===== src/sv/dnf_act_mem.sv =====
// ----------------------------------------------------------------------------
// dnf_act_mem
// Ping/pong activation stores; one side is read while the other is written.
// ----------------------------------------------------------------------------
module dnf_act_mem #(
    parameter int MAX_NEURONS = 64,
    parameter int NW = $clog2(MAX_NEURONS)
) (
    input  logic               clk,
    input  logic [NW-1:0]      rd_addr,
    input  logic               rd_sel,
    input  logic               wr_en,
    input  logic               wr_sel,
    input  logic [NW-1:0]      wr_addr,
    input  logic signed [15:0] wr_data,
    output logic signed [15:0] rd_data
);
    logic signed [15:0] ping_mem [MAX_NEURONS];
    logic signed [15:0] pong_mem [MAX_NEURONS];
    logic signed [15:0] ping_q;
    logic signed [15:0] pong_q;
    logic               sel_q;

    always_ff @(posedge clk)
    begin
        if (wr_en && !wr_sel)
            ping_mem[wr_addr] <= wr_data;
        ping_q <= ping_mem[rd_addr];
    end

    always_ff @(posedge clk)
    begin
        if (wr_en && wr_sel)
            pong_mem[wr_addr] <= wr_data;
        pong_q <= pong_mem[rd_addr];
        sel_q  <= rd_sel;
    end

    assign rd_data = sel_q ? pong_q : ping_q;
endmodule


===== config.mk =====
export PLATFORM = sky130hd
export DESIGN_NAME = dnf_act_mem
export DESIGN_NICKNAME = d
export VERILOG_FILES = /design/src/sv/dnf_act_mem.sv
export SDC_FILE = /design/constraint.sdc
export NUM_CORES = 2
export LEC_CHECK = 0
export ABC_AREA = 1
export BUFFER_PORTS_ARGS = -buffer_cell sky130_fd_sc_hd__buf_2
export CORE_ASPECT_RATIO = 1.2
export CORE_MARGIN = 5
export CORE_UTILIZATION = 50
export DETAILED_ROUTE_END_ITERATION = 12
export PLACE_DENSITY = 0.68
export SYNTH_ARGS = -nofsm -noshare
export SYNTH_HDL_FRONTEND = slang
export SYNTH_SLANG_ARGS = --single-unit

===== constraint.sdc =====
create_clock -name clk -period 2.95 [get_ports clk]
set_input_delay 0.59 -clock clk [delete_from_list [all_inputs] [get_ports clk]]
set_output_delay 0.59 -clock clk [all_outputs]
set_load 0.05 [all_outputs]

==> metrics.txt <==
Mean Syn Cell Area=12.1 um^2; Port Buffers=47; Clock Pin Slew Worst Setup and Hold Paths=0.06 ns; utilization after layout=57.1%; Area Growth Syn to Fin=13.5%; GR Overflow Total=0; Max Slew Vio Count=0; # nets final=7052; DIE WIDTH=383 um; Achievable Freq=0.349 GHz; later-pin clock latency in the skew report=0.84 ns; via count=56174; Max rail drop VDD=633 uV; RD Place Congestion=0.907; Placed Area=0.0885 mm^2; Worst path top cell family by delay=buffers and inverters; Tmin final=2.87 ns; io pins=48; Synth cell types=16; Hold Vio Cnt, Final=0; number of synthesized flops with an enable pin=2048; LEAKAGE=33.5 nW; Final ANT Viol Nets=0; fill cell count=12971; First-pass DRT Iterations=8; Slew Limit Headroom=41.1%; dominant synthesized flop cell=edfxtp_1; Die ar.=0.175 mm^2; Synth async-reset ratio=0%; Max stage delay on crit path=0.52 ns; final wirelength=238000 um; post-synth net total=6922; max_cap viols=0; first-pass GRT wire length=351000 um; Synth top cells by count=nand2_1 (2263), edfxtp_1 (2048), nand3_1 (1906); Detailed Place HPWL=142000 um; Final Instance Area=0.0948 mm^2; DIE HEIGHT=458 um; Power Density=652 mW/mm^2; post-synthesis cell area=0.0835 mm^2; largest net degree at the start of global routing=96; initial antenna violation count=13; DR iter-0 viols=7460; CTS tree=built; FF+latch count, synth=2081; routed len/inst=25.5 um; RSZ-0062 raised after global routing=no; CP max FO=16; fin crit share=97.3%; Gate Count Post-Synth=6890; layout cells sized above 1=11.5%; most frequent cell after synthesis=nand2_1; Worst EP required=2.36 ns; Initial Util=50.3%; routed vias/inst=6.01; CTS Buf Count=194; critical path, cell by cell=buf_6, mux2_2, buf_2; status=finished clean; postcts setup bufs=0; Seq/Total Area, Yosys=74.4%; worst-margin pin slew=0.883 ns; site row count=164; critical path type=reg -> out; Area contributors post-synth=edfxtp_1 (74%), nand3_1 (11%), nand2_1 (10%); Worst Clk Skew=0.0296 ns; Root Buffer=clkbuf_16; critical path endpoint category=primary output; final setup vio count=0; Clock Tree Buf Depth=3; area of the multi-input gates=0.0195 mm^2; crit path DAT=2.28 ns; CTS sink count=2081; top-area cell type share of the netlist area=73.6%; Crit-path slowest cell=mux2_2; htree depth=4; register area=0.0622 mm^2; Total GRT Usage=26.8%; vias in the first global route=53437; residual DRC count=0; post-synth top area cell=edfxtp_1; class of the most critical hold timing path=in -> reg; Syn. warnings=0; CP Buf/Inv Count=2; Critical Path Source Type=flip-flop; core area=0.166 mm^2
==> report_power, final <==
group	total, W	switching [W]	leakage [nW]	internal, W
logic	0.00431	0.00322	11.7	0.00109
registers	0.0327	0.000102	18.7	0.0326
clock network	0.0248	0.0108	3.08	0.0141
==> cell type report <==
cell class	instances	area share, %
Multi-Input combinational cell	4321	20.5
Timing Repair Buffer	405	4.34
Clock buffer	260	5.61
Tap cell	2158	2.85
Clock inverter	96	1.01
Sequential cell	2081	65.5
Antenna cell	7	0.0185
Inverter	17	0.103
==> cells in the final DEF (no fill, tap or decap), types with 13 or more instances in the layout <==
cell type and instances:
clkbuf_16 198, clkinv_2 35, buf_12 89, clkinv_1 30
nor3_2 110, dfxtp_1 33, buf_2 27, nor2_1 15
edfxtp_1 2048, mux2_2 16, nand3_1 1902, nand2_1 2261
clkbuf_8 13, clkbuf_1 49, bufinv_16 16, buf_4 284
==> state kept, by name, summed over array words and instances, names as in the netlist <==
signal,flops
ping_mem,1024
ping_q,16
pong_mem,1024
pong_q,16
sel_q,1
==> kinds of logic (layout without fill, tap and decap cells) <==
family	Yosys count	after routing	synth area share (%)
simple gates	4305	4305	22.4
flops	2081	2081	74.4
buf+inv	488	778	2.98
mux	16	16	0.216
other cells	0	7	0
==> final timing paths <==
kind,from,endpoint,slack (ns),cells past startpoint
setup / recovery,sel_q,rd_data[9],0.08,3
hold / removal,wr_data[10],pong_mem[36][10],0.19,1
setup reg to reg,ping_mem[38][2],ping_q[2],1.11,8
hold reg to reg,pong_mem[26][9],pong_q[9],0.80,8
==> routing by layer <==
metal | vias to the layer above | track usage (%) | wire length, um
li1 | 24828 | - | -
met1 | 27640 | 35.8 | 88500
met2 | 3153 | 42.8 | 113000
met3 | 547 | 4.72 | 23200
met4 | 6 | 13.5 | 13100
met5 | - | 0 | 41
==> per-stage QoR <==
step,hold slack [ns],total power (W),cells,setup WS (ns),TNS (ns)
after CTS,0.143,0.0621,9338,0.0453,0
after global routing,0.170,0.0636,9342,0.0653,0
final,0.192,0.0619,9345,0.0806,0
after floorplan,0.618,0.0355,6890,0.103,0
after detailed placement,0.697,0.0376,8981,-0.100,-0.100
after global placement,0.700,0.0375,8981,-0.106,-0.106
==> what timing repair did <==
action                                  in CTS  in global routing
gates resized for setup                      1                  0
hold buffers                                 1                  0
endpoints found under the setup margin       4                  0
hold endpoints to repair                     1                  0
Note: power is estimated with default switching activity, not from simulation.
