==> config.mk <==
export PLATFORM = sky130hd
export DESIGN_NAME = dnf_neuron
export DESIGN_NICKNAME = d
export VERILOG_FILES = /design/src/sv/dnf_pkg.sv /design/src/sv/dnf_neuron.sv
export SDC_FILE = /design/constraint.sdc
export NUM_CORES = 1
export LEC_CHECK = 0
export ABC_AREA = 1
export BUFFER_PORTS_ARGS = -buffer_cell sky130_fd_sc_hd__buf_2
export CAP_MARGIN = 10
export CORE_UTILIZATION = 65
export DETAILED_ROUTE_END_ITERATION = 10
export PLACE_DENSITY = 0.81
export SYNTH_ARGS = -nofsm -noshare
export SYNTH_HDL_FRONTEND = slang
export SYNTH_SLANG_ARGS = --single-unit
==> constraint.sdc <==
create_clock -name clk -period 3.6 [get_ports clk]
set_clock_uncertainty 0.1 [all_clocks]
set_input_delay 0.18 -clock clk [delete_from_list [all_inputs] [get_ports clk]]
set_output_delay 0.18 -clock clk [all_outputs]
set_load 0.01 [all_outputs]
==> src/sv/dnf_pkg.sv <==
// ----------------------------------------------------------------------------
// dnf_pkg
// Shared constants, codes, control struct and sigmoid table builder for the
// dense network forward core.
// ----------------------------------------------------------------------------
package dnf_pkg;

    localparam int DNF_MAX_LAYERS   = 4;
    localparam int DNF_MAX_NEURONS  = 64;
    localparam int DNF_SIG_DEPTH    = 256;

    // item actions
    localparam logic [1:0] ACT_WEIGHT = 2'd0;
    localparam logic [1:0] ACT_BIAS   = 2'd1;
    localparam logic [1:0] ACT_INPUT  = 2'd2;

    // register indexes
    localparam logic [2:0] REG_INPUT_COUNT  = 3'd0;
    localparam logic [2:0] REG_LAYER_COUNT  = 3'd1;
    localparam logic [2:0] REG_FIRST_SIZE   = 3'd2;
    localparam logic [2:0] REG_SECOND_SIZE  = 3'd3;
    localparam logic [2:0] REG_THIRD_SIZE   = 3'd4;
    localparam logic [2:0] REG_FOURTH_SIZE  = 3'd5;

    typedef struct packed {
        logic load;   // load accumulator with bias
        logic issue;  // weight/activation read issued this cycle
        logic round;  // round, saturate and look up sigmoid
    } mac_ctrl_t;

    // Shift-subtract quotient for the table builder; elaboration only.
    function automatic logic [63:0] udiv64(logic [63:0] num, logic [63:0] den);
        logic [63:0] q;
        logic [64:0] rem;
        q   = '0;
        rem = '0;
        for (int b = 63; b >= 0; b--)
        begin
            rem = {rem[63:0], num[b]};
            if (rem >= {1'b0, den})
            begin
                rem  = rem - {1'b0, den};
                q[b] = 1'b1;
            end
        end
        return q;
    endfunction

    // Sigmoid table entry k: evaluated at elaboration only.
    function automatic logic [12:0] sig_entry(int unsigned K, int unsigned Depth);
        logic [63:0]  odd;
        logic [63:0]  m;
        logic [63:0]  t;
        logic [63:0]  n;
        logic [63:0]  f;
        logic [63:0]  term;
        logic [63:0]  e;
        logic [63:0]  d;
        logic [127:0] p;
        logic signed [67:0] sum;
        logic         nonneg;
        logic [63:0]  r;
        odd    = 64'(2 * K + 1);
        nonneg = (odd >= 64'(Depth));
        m      = nonneg ? odd - 64'(Depth) : 64'(Depth) - odd;
        t      = udiv64((64'd16 * m) << 32, 64'(Depth));
        n      = t >> 32;
        f      = {32'd0, t[31:0]};
        term   = 64'h1_0000_0000;
        sum    = 68'sh1_0000_0000;
        for (int i = 1; i <= 16; i++)
        begin
            p    = 128'(term) * 128'(f);
            term = udiv64(64'(p >> 32), 64'(i));
            if (i[0] == 1'b1)
                sum = sum - $signed({4'd0, term});
            else
                sum = sum + $signed({4'd0, term});
        end
        if (sum < 0)
            sum = 0;
        e = 64'(sum);
        if (e > 64'h1_0000_0000)
            e = 64'h1_0000_0000;
        for (int i = 0; i < 64; i++)
        begin
            if (64'(i) < n)
            begin
                p = 128'(e) * 128'd1580030169;
                e = 64'(p >> 32);
            end
        end
        d = 64'h1_0000_0000 + e;
        if (nonneg)
            r = udiv64((64'd1 << 44) + (d >> 1), d);
        else
            r = udiv64(64'd4096 * e + (d >> 1), d);
        return r[12:0];
    endfunction

endpackage

==> src/sv/dnf_neuron.sv <==
// ----------------------------------------------------------------------------
// dnf_neuron
// Multiply-accumulate pipeline, rounding to Q4.12 and sigmoid lookup.
// ----------------------------------------------------------------------------
module dnf_neuron #(
    parameter int MAX_NEURONS = 64,
    parameter int SIGMOID_TABLE_DEPTH = 256
) (
    input  logic               clk,
    input  logic               rst_n,
    input  dnf_pkg::mac_ctrl_t ctrl,
    input  logic signed [15:0] bias,
    input  logic signed [15:0] weight,
    input  logic signed [15:0] act,
    output logic [12:0]        sig_value
);
    import dnf_pkg::*;

    localparam int NW = $clog2(MAX_NEURONS);
    localparam int AW = 33 + NW;
    localparam int TW = $clog2(SIGMOID_TABLE_DEPTH);

    logic [12:0]           sig_rom [SIGMOID_TABLE_DEPTH];
    logic                  data_v_reg;
    logic                  prod_v_reg;
    logic signed [31:0]    prod_reg;
    logic signed [AW-1:0]  acc_reg;
    logic [12:0]           sig_reg;
    logic signed [AW:0]    acc_rnd;
    logic signed [AW-12:0] z_wide;
    logic signed [15:0]    z_sat;
    logic [15:0]           z_off;
    logic [16+TW:0]        idx_prod;
    logic [TW-1:0]         idx;

    for (genvar k = 0; k < SIGMOID_TABLE_DEPTH; k++)
    begin : g_rom
        localparam logic [12:0] ENTRY = sig_entry(k, SIGMOID_TABLE_DEPTH);
        assign sig_rom[k] = ENTRY;
    end

    always_comb
    begin
        acc_rnd = (AW+1)'(acc_reg) + (AW+1)'(2048);
        z_wide  = acc_rnd[AW:12];
        if (z_wide > (AW-11)'(32767))
            z_sat = 16'sh7fff;
        else if (z_wide < -(AW-11)'(32768))
            z_sat = -16'sh8000;
        else
            z_sat = z_wide[15:0];
        z_off    = z_sat ^ 16'h8000;
        idx_prod = (17+TW)'(z_off) * (17+TW)'(SIGMOID_TABLE_DEPTH);
        idx      = idx_prod[16+TW-1:16];
    end

    always_ff @(posedge clk or negedge rst_n)
    begin
        if (!rst_n)
        begin
            data_v_reg <= 1'b0;
            prod_v_reg <= 1'b0;
        end
        else
        begin
            data_v_reg <= ctrl.issue;
            prod_v_reg <= data_v_reg;
        end
    end

    always_ff @(posedge clk)
    begin
        prod_reg <= weight * act;
        if (ctrl.load)
            acc_reg <= {{(AW-28){bias[15]}}, bias, 12'd0};
        else if (prod_v_reg)
            acc_reg <= acc_reg + AW'(prod_reg);
        if (ctrl.round)
            sig_reg <= sig_rom[idx];
    end

    assign sig_value = sig_reg;
endmodule

==> reports/metrics.cfg, run 1 <==
[clock_network]
cts_buffers=9
cts.htree.levels=3
clk_path_buf_depth=2
cts_root_buffer=clkbuf_16
cts_sinks=86

[logic_synthesis]
synth_compound_area_share_pct=8.75
synth_adder_area_share_pct=40.1
yosys.area_share.xor_xnor_pct=3.08
synthesis.area_mm2=0.0173
async_flop_share_pct=2.33
synth_top_family_by_area=adder cells
synth_cell_types=48
synth_mux_area_share_pct=0
synth_edf_count=40
ys_ff_latch=86
synth_area_per_cell_um2=7.34
seq_area_frac_synth_pct=12.3
synth_warnings=0
synth_simple_gate_area_share_pct=20.6
syn_inst=2361
synth_ff_type=dfxtp_1
syn_nets=2811

[outcome]
toolErrorMsg=[ERROR GRT-0232] Routing congestion too high. Check the congestion heatmap in the GUI.
failing_step=global routing (5_1_grt)
outcome=aborted with a tool error

[die]
num_rows=59
chipWidth_um=165
die-height_um=165
num_io_pins=66
start_util_pct=66.3

[global_route]
grt_max_degree=39
grt-ovfl-total=7
track_usage_pct=75.8

[place]
hpwl_mm=44.4
globalplace.congestion=0.972
pre_cts_ws_ns=-2.21
place_inst=2947
port_buffers=65
placed_cell_area_mm2=0.0201

[timing]
worstEpCategory=register input
worstEndpointGrtRepair=prod_reg[30]$_DFF_P_/D

routing by layer:
layer	overflow	global-route usage, %
met2	1	89.9
met1	0	75.7
met3	1	61.6
met5	0	42.6
met4	5	75.8
metrics by stage:
stage / util, % / hold slack [ns]
4_1_cts: 82.1 / 0.0242
3_5_place_dp: 77.1 / -0.134
3_3_place_gp: 77.1 / -0.135
2_1_floorplan: - / -0.216
synthesized netlist by cell type (4+ instances only):
master    instances  area share [%]
o21ai_0          62             1.8
a21oi_1         112             3.2
nand4_1          10            0.36
o22ai_1          13            0.47
o221ai_1          4            0.20
o21a_1            8            0.35
nand2_4           5            0.32
inv_2             5            0.11
nand2_1         570              12
buf_2             5            0.14
nor2_2           13            0.47
o21ai_1          13            0.38
ha_1            134             9.7
xor2_1           38             1.9
or2_2            10            0.36
xnor2_1          23             1.2
o31ai_1           9            0.39
nand2_2          12            0.43
a21o_1            5            0.22
clkbuf_1         64             1.4
inv_1           599              13
fa_1            263              30
buf_6             4            0.26
dfxtp_1          44             5.1
a31oi_1          10            0.36
buf_4             5            0.22
nand3_1         108             3.1
nor3_1            7            0.20
a21boi_0          5            0.22
o211ai_1         12            0.52
edfxtp_1         40             6.9
nor2_1          121             2.6
repair_timing:
action,in CTS
pin swaps,84
gates resized for setup,224
hold endpoints to repair,3
setup buffers,30
hold buffers,2
setup endpoints to repair,30
gates cloned,1
cells by family after synthesis:
family | count (synthesis)
and+or+nand+nor | 866
DFF | 86
adders and majority gates | 397
AOI/OAI and AO/OA | 266
xor gates and xnor gates | 61
buffers and inverters | 685
==> run 2: changes to the inputs <==
- CORE_UTILIZATION: 65 -> 40
- PLACE_DENSITY: 0.81 -> default
- PLACE_DENSITY_LB_ADDON: default -> 0.15
==> reports/metrics.cfg, run 2 <==
[outcome]
outcome=finished, violations left
violations=setup timing

[clock_network]
cts_sinks=86
cts.htree.levels=3
path_clk_slew_ns=0.08
cts_tree=done
clk_path_buf_depth=2
cts_buffers=9
cts_root_buffer=clkbuf_16
clk_latency_ns=0.37

[detailed_routing]
finalWirelength_mm=50.5
antenna_left=0
drc=0
wl_per_cell_um=15.5
vias_per_cell=4.80
drtIter0Drc=1086
num_vias=15625
firstDrtPassIters=5

[setup_path]
max_stage_delay_ns=0.51
cp_slowest_cell=fa_1
worstPathArrival_ns=5.32
path_common_cell=fa_1
crit_family=adder cells
timing.critical_path.buf_inv=6
end_kind=flip-flop
path_max_fanout=5
worst_setup_path_start_kind=primary input
worst-endpoint-required_ns=3.75
critPathKind=primary input to flip-flop
r2r_slack_ns=0.16

[die]
start_util_pct=40.9
die-height_um=210
num_io_pins=66
die-area_mm2=0.0442
chipWidth_um=210
num_rows=75
core_mm2=0.0423

[layout]
most-common-layout-cells=inv_1 (532), nand2_1 (517), buf_4 (253), fa_1 (243), nor2_1 (99)
final_common_cell=inv_1
largest_register_ffs=39
area_growth_pct=30.7
antennaDiodeCount=0
final_nets=3120
fillers=4006
drive_above_1_share_pct=26.9

[logic_synthesis]
synth_simple_gate_area_share_pct=20.6
synth_compound_area_share_pct=8.75
synth_top_area_cell=fa_1
ys_ff_latch=86
synthTopCellsByCount=inv_1 (599), nand2_1 (570), fa_1 (263)
synth_mux_area_share_pct=0
synth_top_area_share_pct=30.4
synth_cell_types=48
synth_area_per_cell_um2=7.34
async_flop_share_pct=2.33
synth.most_common_cell=inv_1
syn_nets=2811
yosys-top-cells-area=fa_1 (30%), inv_1 (13%), nand2_1 (12%)
yosys.area_share.xor_xnor_pct=3.08
seq_area_frac_synth_pct=12.3
synth_edf_count=40
syn_inst=2361
synthesis.area_mm2=0.0173
synth_top_family_by_area=adder cells
synth_ff_type=dfxtp_1
synth_adder_area_share_pct=40.1
synth_warnings=0

[place]
port_buffers=65
globalplace.congestion=0.942
hpwl_mm=41.9

[global_route]
antenna_found_initial=0
grt-ovfl-total=0
grt_pass1_vias=16101
grt_pass1_wl_mm=82.5
grt_max_degree=39
track_usage_pct=23.5

[timing]
finalHoldViolCount=0
maxSlewViolCount=0
tightest_slew_ns=0.943
setup_viol=25
fin_setup_tns_ns=-26.76
max_freq_mhz=194
layout_min_cycle_time_ns=5.17
fin_crit_sh_pct=144
slew_headroom_pct=37.2
setup_slack_ns=-1.57
grt_setup_unrepaired=true

[run]
cap_violations=0

[hold_path]
hp-class=primary input to flip-flop

-- run 2: area by class of cell --
type	count	area [µm²]	area share (%)
Timing Repair Buffer	378	3200	14.1
Clock inverter	7	77.6	0.343
Clock buffer	9	225	0.995
Multi-Input combinational cell	1590	14000	61.8
Tap cell	577	722	3.19
Sequential cell	86	2130	9.42
Inverter	605	2300	10.1
-- run 2: through the flow --
| step | hold slack [ns] | instances | worst slack (ns) | util, % | area [µm²] |
|---|---|---|---|---|---|
| after global placement | -0.133 | 3173 | -2.06 | 48.0 | 20300 |
| after global routing | 0.00218 | 3252 | -1.75 | 53.5 | 22600 |
| final | 0.00429 | 3252 | -1.57 | 53.5 | 22600 |
| after detailed placement | -0.131 | 3173 | -2.10 | 48.0 | 20300 |
| after floorplan | -0.216 | 2361 | -1.89 | - | 18100 |
| after CTS | 0.00295 | 3215 | -1.54 | 50.7 | 21500 |
-- run 2: worst min-delay path, delay by kind of cell --
family,cells,cell delay [ns]
simple gates,1,0.05
buf+inv,1,0.08
compound gates,1,0.06
-- run 2: logic make-up (layout without fill, tap and decap cells) --
kind of cell | count (synthesis) | after routing
buffers and inverters | 685 | 999
and+or+nand+nor | 866 | 866
xor gates and xnor gates | 61 | 61
AOI/OAI and AO/OA | 266 | 266
DFF | 86 | 86
adders and majority gates | 397 | 397
-- run 2: layer usage --
layer  up-vias  GRT usage, %  part of all wire, %
met5         -             0                    0
met4         0          5.99                  1.6
met3        42          2.43                  4.5
met2       384          38.7                   47
met1      7485          33.1                   47
li1       7714             -                    -
-- run 2: timing repair --
| item | CTS | global route |
|---|---|---|
| endpoints found under the setup margin | 32 | 41 |
| gates cloned | 0 | 1 |
| gates resized for setup | 172 | 249 |
| pin swaps | 121 | 130 |
| hold buffers | 3 | 0 |
| setup buffers | 25 | 44 |
| hold endpoints to repair | 4 | 0 |
-- run 2: final timing paths --
| kind | startpoint | endpoint | cells after the start |
|---|---|---|---|
| min in group asynchronous | rst_n | data_v_reg | 2 |
| hold / removal | bias[1] | acc_reg[13] | 3 |
| hold reg to reg | data_v_reg | prod_v_reg | 0 |
| max in group asynchronous | rst_n | prod_v_reg | 2 |
| setup / recovery | act[15] | prod_reg[30] | 25 |
| setup reg to reg | acc_reg[12] | sig_value[0] | 25 |
Power of run 2 is not shown: default switching activity piles up to over one toggle a cycle in this logic, so the estimate is an artifact.
